**src/hw/rtl/qmm_pkg.sv**
```systemverilog
`timescale 1ns / 1ps

package qmm_pkg;

   // field widths
   localparam int STICK_W    = 10;
   localparam int THR_W      = 11;
   localparam int GYRO_W     = 10;
   localparam int GAIN_W     = 10;
   localparam int TIME_W     = 16;
   localparam int MOTOR_W    = 12;
   localparam int EVENT_W    = 3;
   localparam int TERM_W     = 11;   // gyro correction, within +-639
   localparam int MIX_W      = 14;   // motor sum before the floor

   localparam int REQ_DATA_W = 112;
   localparam int RSP_DATA_W = 56;
   localparam int CSR_IDX_W  = 3;
   localparam int CSR_DATA_W = 16;

   // mixer constants
   localparam int GYRO_LIMIT  = 500;
   localparam int MOTOR_FLOOR = 10;
   localparam int PLUS_HOLD   = 16;

   // divide by 800 as (x >> 5) / 25, the /25 by reciprocal multiply
   localparam int DIV_PRE_SHIFT = 5;
   localparam int RECIP_SHIFT   = 19;
   localparam int RECIP_25      = (1 << RECIP_SHIFT) / 25 + 1;

   // register reset values
   localparam logic signed [THR_W-1:0]   ARM_LEVEL_RST   = 11'sd5;
   localparam logic signed [STICK_W-1:0] LEFT_LEVEL_RST  = -10'sd100;
   localparam logic signed [STICK_W-1:0] RIGHT_LEVEL_RST = 10'sd100;
   localparam logic [TIME_W-1:0]         HOLD_TICKS_RST  = 16'd100;
   localparam logic [2:0]                GYRO_REV_RST    = 3'd0;

   typedef enum logic [CSR_IDX_W-1:0] {
      CSR_ARM_LEVEL   = 3'd0,
      CSR_LEFT_LEVEL  = 3'd1,
      CSR_RIGHT_LEVEL = 3'd2,
      CSR_HOLD_TICKS  = 3'd3,
      CSR_GYRO_REV    = 3'd4
   } csr_index_type;

   typedef enum logic [EVENT_W-1:0] {
      EV_NONE     = 3'd0,
      EV_ARMED    = 3'd1,
      EV_DISARMED = 3'd2,
      EV_X_MODE   = 3'd3,
      EV_PLUS     = 3'd4
   } event_type;

   // input item, last field in the lowest bits
   typedef struct packed {
      logic [TIME_W-1:0]         time_now;
      logic [GAIN_W-1:0]         gain_yaw_pot;
      logic [GAIN_W-1:0]         gain_pitch_pot;
      logic signed [GYRO_W-1:0]  gyro_yaw;
      logic signed [GYRO_W-1:0]  gyro_pitch;
      logic signed [GYRO_W-1:0]  gyro_roll;
      logic signed [THR_W-1:0]   throttle_stick;
      logic signed [STICK_W-1:0] yaw_stick;
      logic signed [STICK_W-1:0] pitch_stick;
      logic signed [STICK_W-1:0] roll_stick;
   } req_type;

   localparam int REQ_USED_W = $bits(req_type);

   typedef struct packed {
      logic [EVENT_W-1:0] event_code;
      logic               is_x_mode;
      logic               is_armed;
      logic [MOTOR_W-1:0] motor_rear;
      logic [MOTOR_W-1:0] motor_right;
      logic [MOTOR_W-1:0] motor_left;
      logic [MOTOR_W-1:0] motor_front;
   } rsp_type;

   localparam int RSP_USED_W = $bits(rsp_type);

endpackage

```
**src/hw/rtl/qmm_gyro_term.sv**
```systemverilog
`timescale 1ns / 1ps

// Gyro correction: clamp to +-500, times gain, /800 toward zero, optional invert.
module qmm_gyro_term (
   input  logic signed [qmm_pkg::GYRO_W-1:0] gyro,
   input  logic [qmm_pkg::GAIN_W-1:0]        gain,
   input  logic                              invert,
   output logic signed [qmm_pkg::TERM_W-1:0] term
);
   import qmm_pkg::*;

   localparam int MAG_W  = GYRO_W - 1;                 // |clamped| <= 500
   localparam int PROD_W = MAG_W + GAIN_W;
   localparam int PRE_W  = PROD_W - DIV_PRE_SHIFT;
   localparam int RCP_W  = $clog2(RECIP_25 + 1);
   localparam int QP_W   = PRE_W + RCP_W;
   localparam int Q_W    = TERM_W - 1;

   logic [MAG_W-1:0]  mag;
   logic              neg;
   logic [PROD_W-1:0] prod;
   logic [PRE_W-1:0]  pre;
   logic [QP_W-1:0]   qprod;
   logic [Q_W-1:0]    quot;

   always_comb begin
      neg = gyro[GYRO_W-1];
      if (gyro > GYRO_W'(GYRO_LIMIT) || gyro < -GYRO_W'(GYRO_LIMIT)) begin
         mag = MAG_W'(GYRO_LIMIT);
      end else if (neg) begin
         mag = MAG_W'(-gyro);
      end else begin
         mag = MAG_W'(gyro);
      end
      prod  = PROD_W'(mag) * PROD_W'(gain);
      pre   = prod[PROD_W-1:DIV_PRE_SHIFT];
      qprod = QP_W'(pre) * QP_W'(RECIP_25);
      quot  = qprod[RECIP_SHIFT +: Q_W];
      if (neg ^ invert) begin
         term = -$signed({1'b0, quot});
      end else begin
         term = $signed({1'b0, quot});
      end
   end

endmodule

```
**src/hw/rtl/quad_motor_mixer_with_arming.sv**
```systemverilog
`timescale 1ns / 1ps

// Quad motor mixer with stick arming and plus/X frame selection.
// req_: one transfer per control tick carrying sticks, gyro rates, gain pots
//   and the free-running timer value. rsp_: one transfer per tick with the
//   four motor commands, the armed and X-mode status and an event code.
// csr_: register writes (index, data), always ready; write only while idle.
// Datapath: input register -> one pass of clamp/multiply/divide/mix and the
//   arm state machine -> result register. The arm, mode and hold snapshot
//   state updates as the item moves into the result register.
// The gyro multiply plus reciprocal divide is the longest path. Throughput: one
//   item per cycle if rsp_tready is high; the result register drives rsp_tvalid.
// Reset: disarmed, plus frame, no hold running, registers at their defaults,
//   both pipeline registers empty.
// Stall: while rsp_tready is low the result holds; the input register still
//   takes one more item, then req_tready drops until the result is taken.
// Motors read 0 whenever the throttle is down or the block is disarmed, and
//   never below 10 when flying.
module quad_motor_mixer_with_arming (
   input  logic                              clock,
   input  logic                              reset,
   // roll_stick, pitch_stick, yaw_stick, throttle_stick, gyro_roll,
   // gyro_pitch, gyro_yaw, gain_pitch_pot, gain_yaw_pot, time_now, pad
   input  logic [qmm_pkg::REQ_DATA_W-1:0]    req_tdata,
   input  logic                              req_tvalid,
   output logic                              req_tready,
   // motor_front, motor_left, motor_right, motor_rear, is_armed,
   // is_x_mode, event_code, pad
   output logic [qmm_pkg::RSP_DATA_W-1:0]    rsp_tdata,
   output logic                              rsp_tvalid,
   input  logic                              rsp_tready,
   input  logic                              csr_valid,
   output logic                              csr_ready,
   input  logic [qmm_pkg::CSR_IDX_W-1:0]     csr_index,
   input  logic [qmm_pkg::CSR_DATA_W-1:0]    csr_data
);
   import qmm_pkg::*;

   // configuration registers
   logic signed [THR_W-1:0]   arm_level_ff;
   logic signed [STICK_W-1:0] left_level_ff;
   logic signed [STICK_W-1:0] right_level_ff;
   logic [TIME_W-1:0]         hold_ticks_ff;
   logic [2:0]                gyro_rev_ff;

   // pipeline
   logic    s1_valid_ff, s1_valid_in;
   req_type s1_ff;
   logic    rsp_valid_ff, rsp_valid_in;
   rsp_type rsp_ff, rsp_in;
   logic    advance;

   // flight state
   logic              armed_ff, armed_in;
   logic              x_mode_ff, x_mode_in;
   logic              hold_valid_ff, hold_valid_in;
   logic [TIME_W-1:0] hold_start_ff, hold_start_in;

   // hold / arming logic
   logic              thr_down;
   logic [TIME_W-1:0] elapsed;
   logic              over_hold, over_plus;
   logic              c_disarm, c_arm, c_xmode, c_plus;
   logic              d_disarm, d_arm, d_xmode, d_plus;
   logic              armed_mid, armed_fin;
   logic              holding;
   event_type         event_code;

   // mixer
   logic signed [TERM_W-1:0]  term_roll, term_pitch, term_yaw;
   logic signed [MIX_W-1:0]   t, cr, cp, cy, fr, fp, fy;
   logic signed [MIX_W-1:0]   mix [4];
   logic [MOTOR_W-1:0]        motor [4];
   logic                      flying;

   assign csr_ready  = 1'b1;
   assign advance    = s1_valid_ff && (!rsp_valid_ff || rsp_tready);
   assign req_tready = !s1_valid_ff || advance;
   assign rsp_tvalid = rsp_valid_ff;
   assign rsp_tdata  = RSP_DATA_W'(rsp_ff);

   always_ff @(posedge clock) begin
      if (reset) begin
         arm_level_ff   <= ARM_LEVEL_RST;
         left_level_ff  <= LEFT_LEVEL_RST;
         right_level_ff <= RIGHT_LEVEL_RST;
         hold_ticks_ff  <= HOLD_TICKS_RST;
         gyro_rev_ff    <= GYRO_REV_RST;
      end else if (csr_valid) begin
         case (csr_index_type'(csr_index))
            CSR_ARM_LEVEL:   arm_level_ff   <= csr_data[THR_W-1:0];
            CSR_LEFT_LEVEL:  left_level_ff  <= csr_data[STICK_W-1:0];
            CSR_RIGHT_LEVEL: right_level_ff <= csr_data[STICK_W-1:0];
            CSR_HOLD_TICKS:  hold_ticks_ff  <= csr_data[TIME_W-1:0];
            CSR_GYRO_REV:    gyro_rev_ff    <= csr_data[2:0];
            default: ;
         endcase
      end
   end

   // ---- arm / disarm and frame select, evaluated in model order ----
   always_comb begin
      thr_down  = s1_ff.throttle_stick < arm_level_ff;
      elapsed   = hold_valid_ff ? (s1_ff.time_now - hold_start_ff) : '0;
      over_hold = elapsed > hold_ticks_ff;
      over_plus = elapsed > TIME_W'(PLUS_HOLD);

      c_disarm  = thr_down && armed_ff && (s1_ff.yaw_stick < left_level_ff);
      d_disarm  = c_disarm && over_hold;
      armed_mid = armed_ff && !d_disarm;

      // after a change the snapshot restarts at now, so no second change
      c_arm     = thr_down && !armed_mid && (s1_ff.yaw_stick > right_level_ff);
      d_arm     = c_arm && !d_disarm && over_hold;
      armed_fin = armed_mid || d_arm;

      c_xmode   = thr_down && !armed_fin && (s1_ff.roll_stick > right_level_ff);
      c_plus    = thr_down && !armed_fin && !c_xmode
                  && (s1_ff.roll_stick < left_level_ff);
      d_xmode   = c_xmode && !d_disarm && over_hold;
      d_plus    = c_plus && !d_disarm && over_plus;

      holding   = c_disarm || c_arm || c_xmode || c_plus;

      armed_in  = armed_fin;
      x_mode_in = d_xmode ? 1'b1 : (d_plus ? 1'b0 : x_mode_ff);

      if (!holding) begin
         hold_valid_in = 1'b0;
         hold_start_in = '0;
      end else if (d_disarm && (c_arm || c_xmode || c_plus)) begin
         hold_valid_in = 1'b1;           // later hold in the same tick re-snaps
         hold_start_in = s1_ff.time_now;
      end else if (d_disarm || d_arm || d_xmode || d_plus) begin
         hold_valid_in = 1'b0;
         hold_start_in = '0;
      end else begin
         hold_valid_in = 1'b1;
         hold_start_in = hold_valid_ff ? hold_start_ff : s1_ff.time_now;
      end

      if (d_arm) begin
         event_code = EV_ARMED;
      end else if (d_disarm) begin
         event_code = EV_DISARMED;
      end else if (d_xmode) begin
         event_code = EV_X_MODE;
      end else if (d_plus) begin
         event_code = EV_PLUS;
      end else begin
         event_code = EV_NONE;
      end
   end

   // ---- gyro corrections ----
   qmm_gyro_term u_term_roll (
      .gyro   (s1_ff.gyro_roll),
      .gain   (s1_ff.gain_pitch_pot),
      .invert (gyro_rev_ff[0]),
      .term   (term_roll)
   );

   qmm_gyro_term u_term_pitch (
      .gyro   (s1_ff.gyro_pitch),
      .gain   (s1_ff.gain_pitch_pot),
      .invert (gyro_rev_ff[1]),
      .term   (term_pitch)
   );

   qmm_gyro_term u_term_yaw (
      .gyro   (s1_ff.gyro_yaw),
      .gain   (s1_ff.gain_yaw_pot),
      .invert (gyro_rev_ff[2]),
      .term   (term_yaw)
   );

   // ---- motor mix ----
   always_comb begin
      flying = !thr_down && armed_ff;
      t  = MIX_W'(s1_ff.throttle_stick);
      cr = MIX_W'(term_roll);
      cp = MIX_W'(term_pitch);
      cy = MIX_W'(term_yaw);
      fr = MIX_W'(s1_ff.roll_stick >>> 2);   // floor shift
      fp = MIX_W'(s1_ff.pitch_stick >>> 2);
      fy = MIX_W'(s1_ff.yaw_stick >>> 2);

      if (x_mode_ff) begin
         mix[0] = t - cp + cy + fr + fp - fy;
         mix[1] = t - cr - cy + fr - fp + fy;
         mix[2] = t + cr - cy - fr + fp + fy;
         mix[3] = t + cp + cy - fr - fp - fy;
      end else begin
         mix[0] = t - cp + cy + fp - fy;
         mix[1] = t - cr - cy + fr + fy;
         mix[2] = t + cr - cy - fr + fy;
         mix[3] = t + cp + cy - fp - fy;
      end

      for (int i = 0; i < 4; i++) begin
         if (!flying) begin
            motor[i] = '0;
         end else if (mix[i] < MIX_W'(MOTOR_FLOOR)) begin
            motor[i] = MOTOR_W'(MOTOR_FLOOR);
         end else begin
            motor[i] = mix[i][MOTOR_W-1:0];
         end
      end

      rsp_in.motor_front = motor[0];
      rsp_in.motor_left  = motor[1];
      rsp_in.motor_right = motor[2];
      rsp_in.motor_rear  = motor[3];
      rsp_in.is_armed    = armed_fin;
      rsp_in.is_x_mode   = x_mode_in;
      rsp_in.event_code  = event_code;
   end

   // ---- handshake control ----
   always_comb begin
      if (req_tvalid && req_tready) begin
         s1_valid_in = 1'b1;
      end else if (advance) begin
         s1_valid_in = 1'b0;
      end else begin
         s1_valid_in = s1_valid_ff;
      end

      if (advance) begin
         rsp_valid_in = 1'b1;
      end else if (rsp_tready) begin
         rsp_valid_in = 1'b0;
      end else begin
         rsp_valid_in = rsp_valid_ff;
      end
   end

   always_ff @(posedge clock) begin
      if (reset) begin
         s1_valid_ff   <= 1'b0;
         rsp_valid_ff  <= 1'b0;
         armed_ff      <= 1'b0;
         x_mode_ff     <= 1'b0;
         hold_valid_ff <= 1'b0;
         hold_start_ff <= '0;
      end else begin
         s1_valid_ff  <= s1_valid_in;
         rsp_valid_ff <= rsp_valid_in;
         if (advance) begin
            armed_ff      <= armed_in;
            x_mode_ff     <= x_mode_in;
            hold_valid_ff <= hold_valid_in;
            hold_start_ff <= hold_start_in;
         end
      end
   end

   always_ff @(posedge clock) begin
      if (req_tvalid && req_tready) begin
         s1_ff <= req_tdata[REQ_USED_W-1:0];
      end
      if (advance) begin
         rsp_ff <= rsp_in;
      end
   end

endmodule
```
**config.mk**
```make
export PLATFORM = sky130hd
export DESIGN_NAME = quad_motor_mixer_with_arming
export DESIGN_NICKNAME = d
export VERILOG_FILES = /design/src/hw/rtl/qmm_pkg.sv /design/src/hw/rtl/qmm_gyro_term.sv /design/src/hw/rtl/quad_motor_mixer_with_arming.sv
export SDC_FILE = /design/constraint.sdc
export NUM_CORES = 2
export LEC_CHECK = 0
export BUFFER_PORTS_ARGS = -buffer_cell sky130_fd_sc_hd__buf_4
export CORE_MARGIN = 1
export CORE_UTILIZATION = 60
export CTS_CLUSTER_DIAMETER = 150
export DETAILED_ROUTE_END_ITERATION = 10
export PLACE_DENSITY = 0.78
export RECOVER_POWER = 50
export SLEW_MARGIN = 20
export SYNTH_ARGS = -nofsm -noshare
export SYNTH_HDL_FRONTEND = slang
export SYNTH_HIERARCHICAL = 1
export SYNTH_SLANG_ARGS = --single-unit
```
**constraint.sdc**
```tcl
create_clock -name clock -period 28.2 [get_ports clock]
set_input_delay 5.64 -clock clock [delete_from_list [all_inputs] [get_ports clock]]
set_output_delay 5.64 -clock clock [all_outputs]
set_load 0.05 [all_outputs]
```
==> results.yml <==
yosys:
  postSynthCellCount: 4776
  synthFlopType: "edfxtp_1"
  syn-cell-area_sq_mm: 0.0430
  synth.area.top_cells: "fa_1 (24%), ha_1 (18%), edfxtp_1 (11%)"
  synth.distinct_cells: 117
  synth-seq-cells: 229
  yosysWarnings: 6
  synth_top_cell_by_area: "fa_1"
  async_reset_ff_share_pct: 0
  synth.avg_cell_area_sq_um: 8.99
  synth_edf_count: 158
  netlist.area_leader.share_pct: 24.1
  synth.yosys.seq_area_share_pct: 14.4
die:
  die_w_um: 270
  coreArea_sq_mm: 0.0704
  fp.dieArea_sq_mm: 0.0727
  rows: 97
  ios: 195
  die_h_um: 270
  start_util_pct: 61.0
global_routing:
  grt_pass1_vias: 33333
  grt.total_usage_pct: 27.4
  grt_max_degree: 59
  overflow: 0
  antenna_found_initial: 1
  grt_pass1_wl_mm: 164
cts:
  cts.sinks: 229
  cts_inserted_buffers: 29
  cts_hold_buf: 0
  clk_path_buf_depth: 3
  clk_pin_slew_ns: 0.06
  cts.repair.resized: 0
  cts_setup_buffers: 0
  cts_tree: "built"
  root_buffer: "clkbuf_16"
  insertion_delay_ns: 0.62
  htree_num_levels: 1
sta:
  finClkSkew_ns: 0.0147
  max_freq_mhz: 55.3
  period_minus_slack_ns: 18.07
  maxSlewViolCount: 170
  setup_violations: 0
  hold_viol_final: 0
  rsz0062_at_grt: "false"
  setup_ws_ns: 10.13
  slew_headroom_pct: -126
  fin_crit_sh_pct: 64.1
  worst_slew_pin_slew_ns: 3.40
  setup_tns_ns: 0
placement:
  hpwl_mm: 83.0
  dp_slack_ns: 10.28
  dp.cells: 5822
  place.port_buffers: 183
  gp_congestion: 0.941
routing:
  drc_errors: 0
  wl_per_cell_um: 17.0
  via_per_inst: 5.71
  vias: 33572
  wirelength_mm: 99.7
  antenna_left: 0
  first_pass_iters: 5
  initialDrtViolationCount: 1981
run_status:
  failed_checks: "capacitance limit, slew limit"
  status: "finished, violations left"
critical_path:
  cp_data_arrival_time_ns: 18.41
  critPathRequiredTime_ns: 28.54
  critPathSlowestCell: "nor2_1"
  slowest_delay_ns: 0.69
  end_kind: "register"
  worst-path-max-fanout: 15
  start_kind: "register"
  critPathKind: "reg2reg"
  crit_path_frequent_cell: "fa_1"
layout:
  instances_no_fill: 5875
  regArea_sq_mm: 0.00617
  final_common_cell: "inv_1"
  multi_input_area_sq_mm: 0.0329
  layout_common_cells: "inv_1 (947), ha_1 (633), fa_1 (518)"
  drive_above_1_share_pct: 6.30
  syn_to_final_growth_pct: 7.64
  fill_cells: 5871
  nNetsFinal: 6200
worst_hold_path:
  hold_path.class: "reg2reg"
flow_run:
  drv_cap: 3
==> final cells by class <==
class / instances / share of cell area, %
Clock buffer: 37 / 1.75
Inverter: 951 / 7.72
Multi-Input combinational cell: 3506 / 71.1
Tap cell: 940 / 2.54
Sequential cell: 229 / 13.3
Clock inverter: 15 / 0.460
Antenna cell: 1 / 0.00541
Timing Repair Buffer: 196 / 3.11
==> cell usage after synthesis, types with 35 or more instances <==
cell type,instances
a21oi_1,241
a211oi_1,50
nor3_1,68
a31oi_1,36
nand2b_1,35
o21ai_0,139
nor2b_1,38
nand2_1,386
xor2_1,96
inv_1,947
and3_1,41
ha_1,633
xnor2_1,151
and2_1,143
o21bai_1,35
a21o_1,86
nor2_1,231
edfxtp_1,158
clkbuf_1,63
nand3_1,62
dfxtp_1,71
fa_1,518
==> logic make-up (layout without fill, tap and decap cells) <==
logic type | Yosys count | in the layout | synth area share (%)
and+or+nand+nor | 1178 | 1178 | 13.6
other | 2 | 5 | 0.0175
AOI/OAI and AO/OA | 881 | 881 | 14.0
muxes | 38 | 38 | 0.906
DFF | 229 | 229 | 14.4
buffers and inverters | 1043 | 1199 | 9.19
adders and majority gates | 1152 | 1152 | 42.6
xor gates and xnor gates | 253 | 253 | 5.30
==> final timing paths <==
check / startpoint / to / slack (ns) / cells after the start
worst max register to register: s1_ff[60]$_DFFE_PP_ / rsp_tdata[38]$_SDFFCE_PP0P_ / 10.13 / 59
worst min register to register: arm_level_ff[8]$_SDFFE_PP0P_ / arm_level_ff[8]$_SDFFE_PP0P_ / 0.45 / 2
worst min-delay path: arm_level_ff[8]$_SDFFE_PP0P_ / arm_level_ff[8]$_SDFFE_PP0P_ / 0.45 / 2
worst max-delay path: s1_ff[60]$_DFFE_PP_ / rsp_tdata[38]$_SDFFCE_PP0P_ / 10.13 / 59
==> critical path, delay by kind of cell (launching register included) <==
family	cells	cell delay (ns)
AO/OA/AOI/OAI	22	5.11
AND/OR/NAND/NOR	12	3.49
adder cells (fa/ha/maj)	16	6.71
XOR/XNOR	3	1.25
flip-flops	1	0.65
buffers and inverters	6	0.53
==> per-stage QoR <==
stage                     cell area (sq um)  utilization (%)  hold slack, ns
after global placement                45200             64.3           0.443
final                                 46200             65.7           0.453
after global routing                  46200             65.7           0.478
after CTS                             46300             65.7           0.456
after detailed placement              45200             64.3           0.448
after floorplan                       43000                -           0.433
==> routing by layer <==
layer	part of all wire [%]	GRT usage [%]	vias to the layer above
met5	0.013	0	-
met4	2.6	6.80	2
met3	5.1	2.79	148
met2	48	47.4	834
met1	44	36.8	16335
li1	-	-	16253
==> flip-flops by register name (all words and copies together) (netlist names), 8 cells and up <==
signal and count:
right_level_ff 10, left_level_ff 10, fy 8, fr 8, hold_start_ff 16, arm_level_ff 11, fp 8, hold_ticks_ff 16
rsp_tdata 53, s1_ff 81
Power is left out: the tool's default activity adds up to more than one toggle a clock period on the data nets, which glitch-free logic cannot reach.
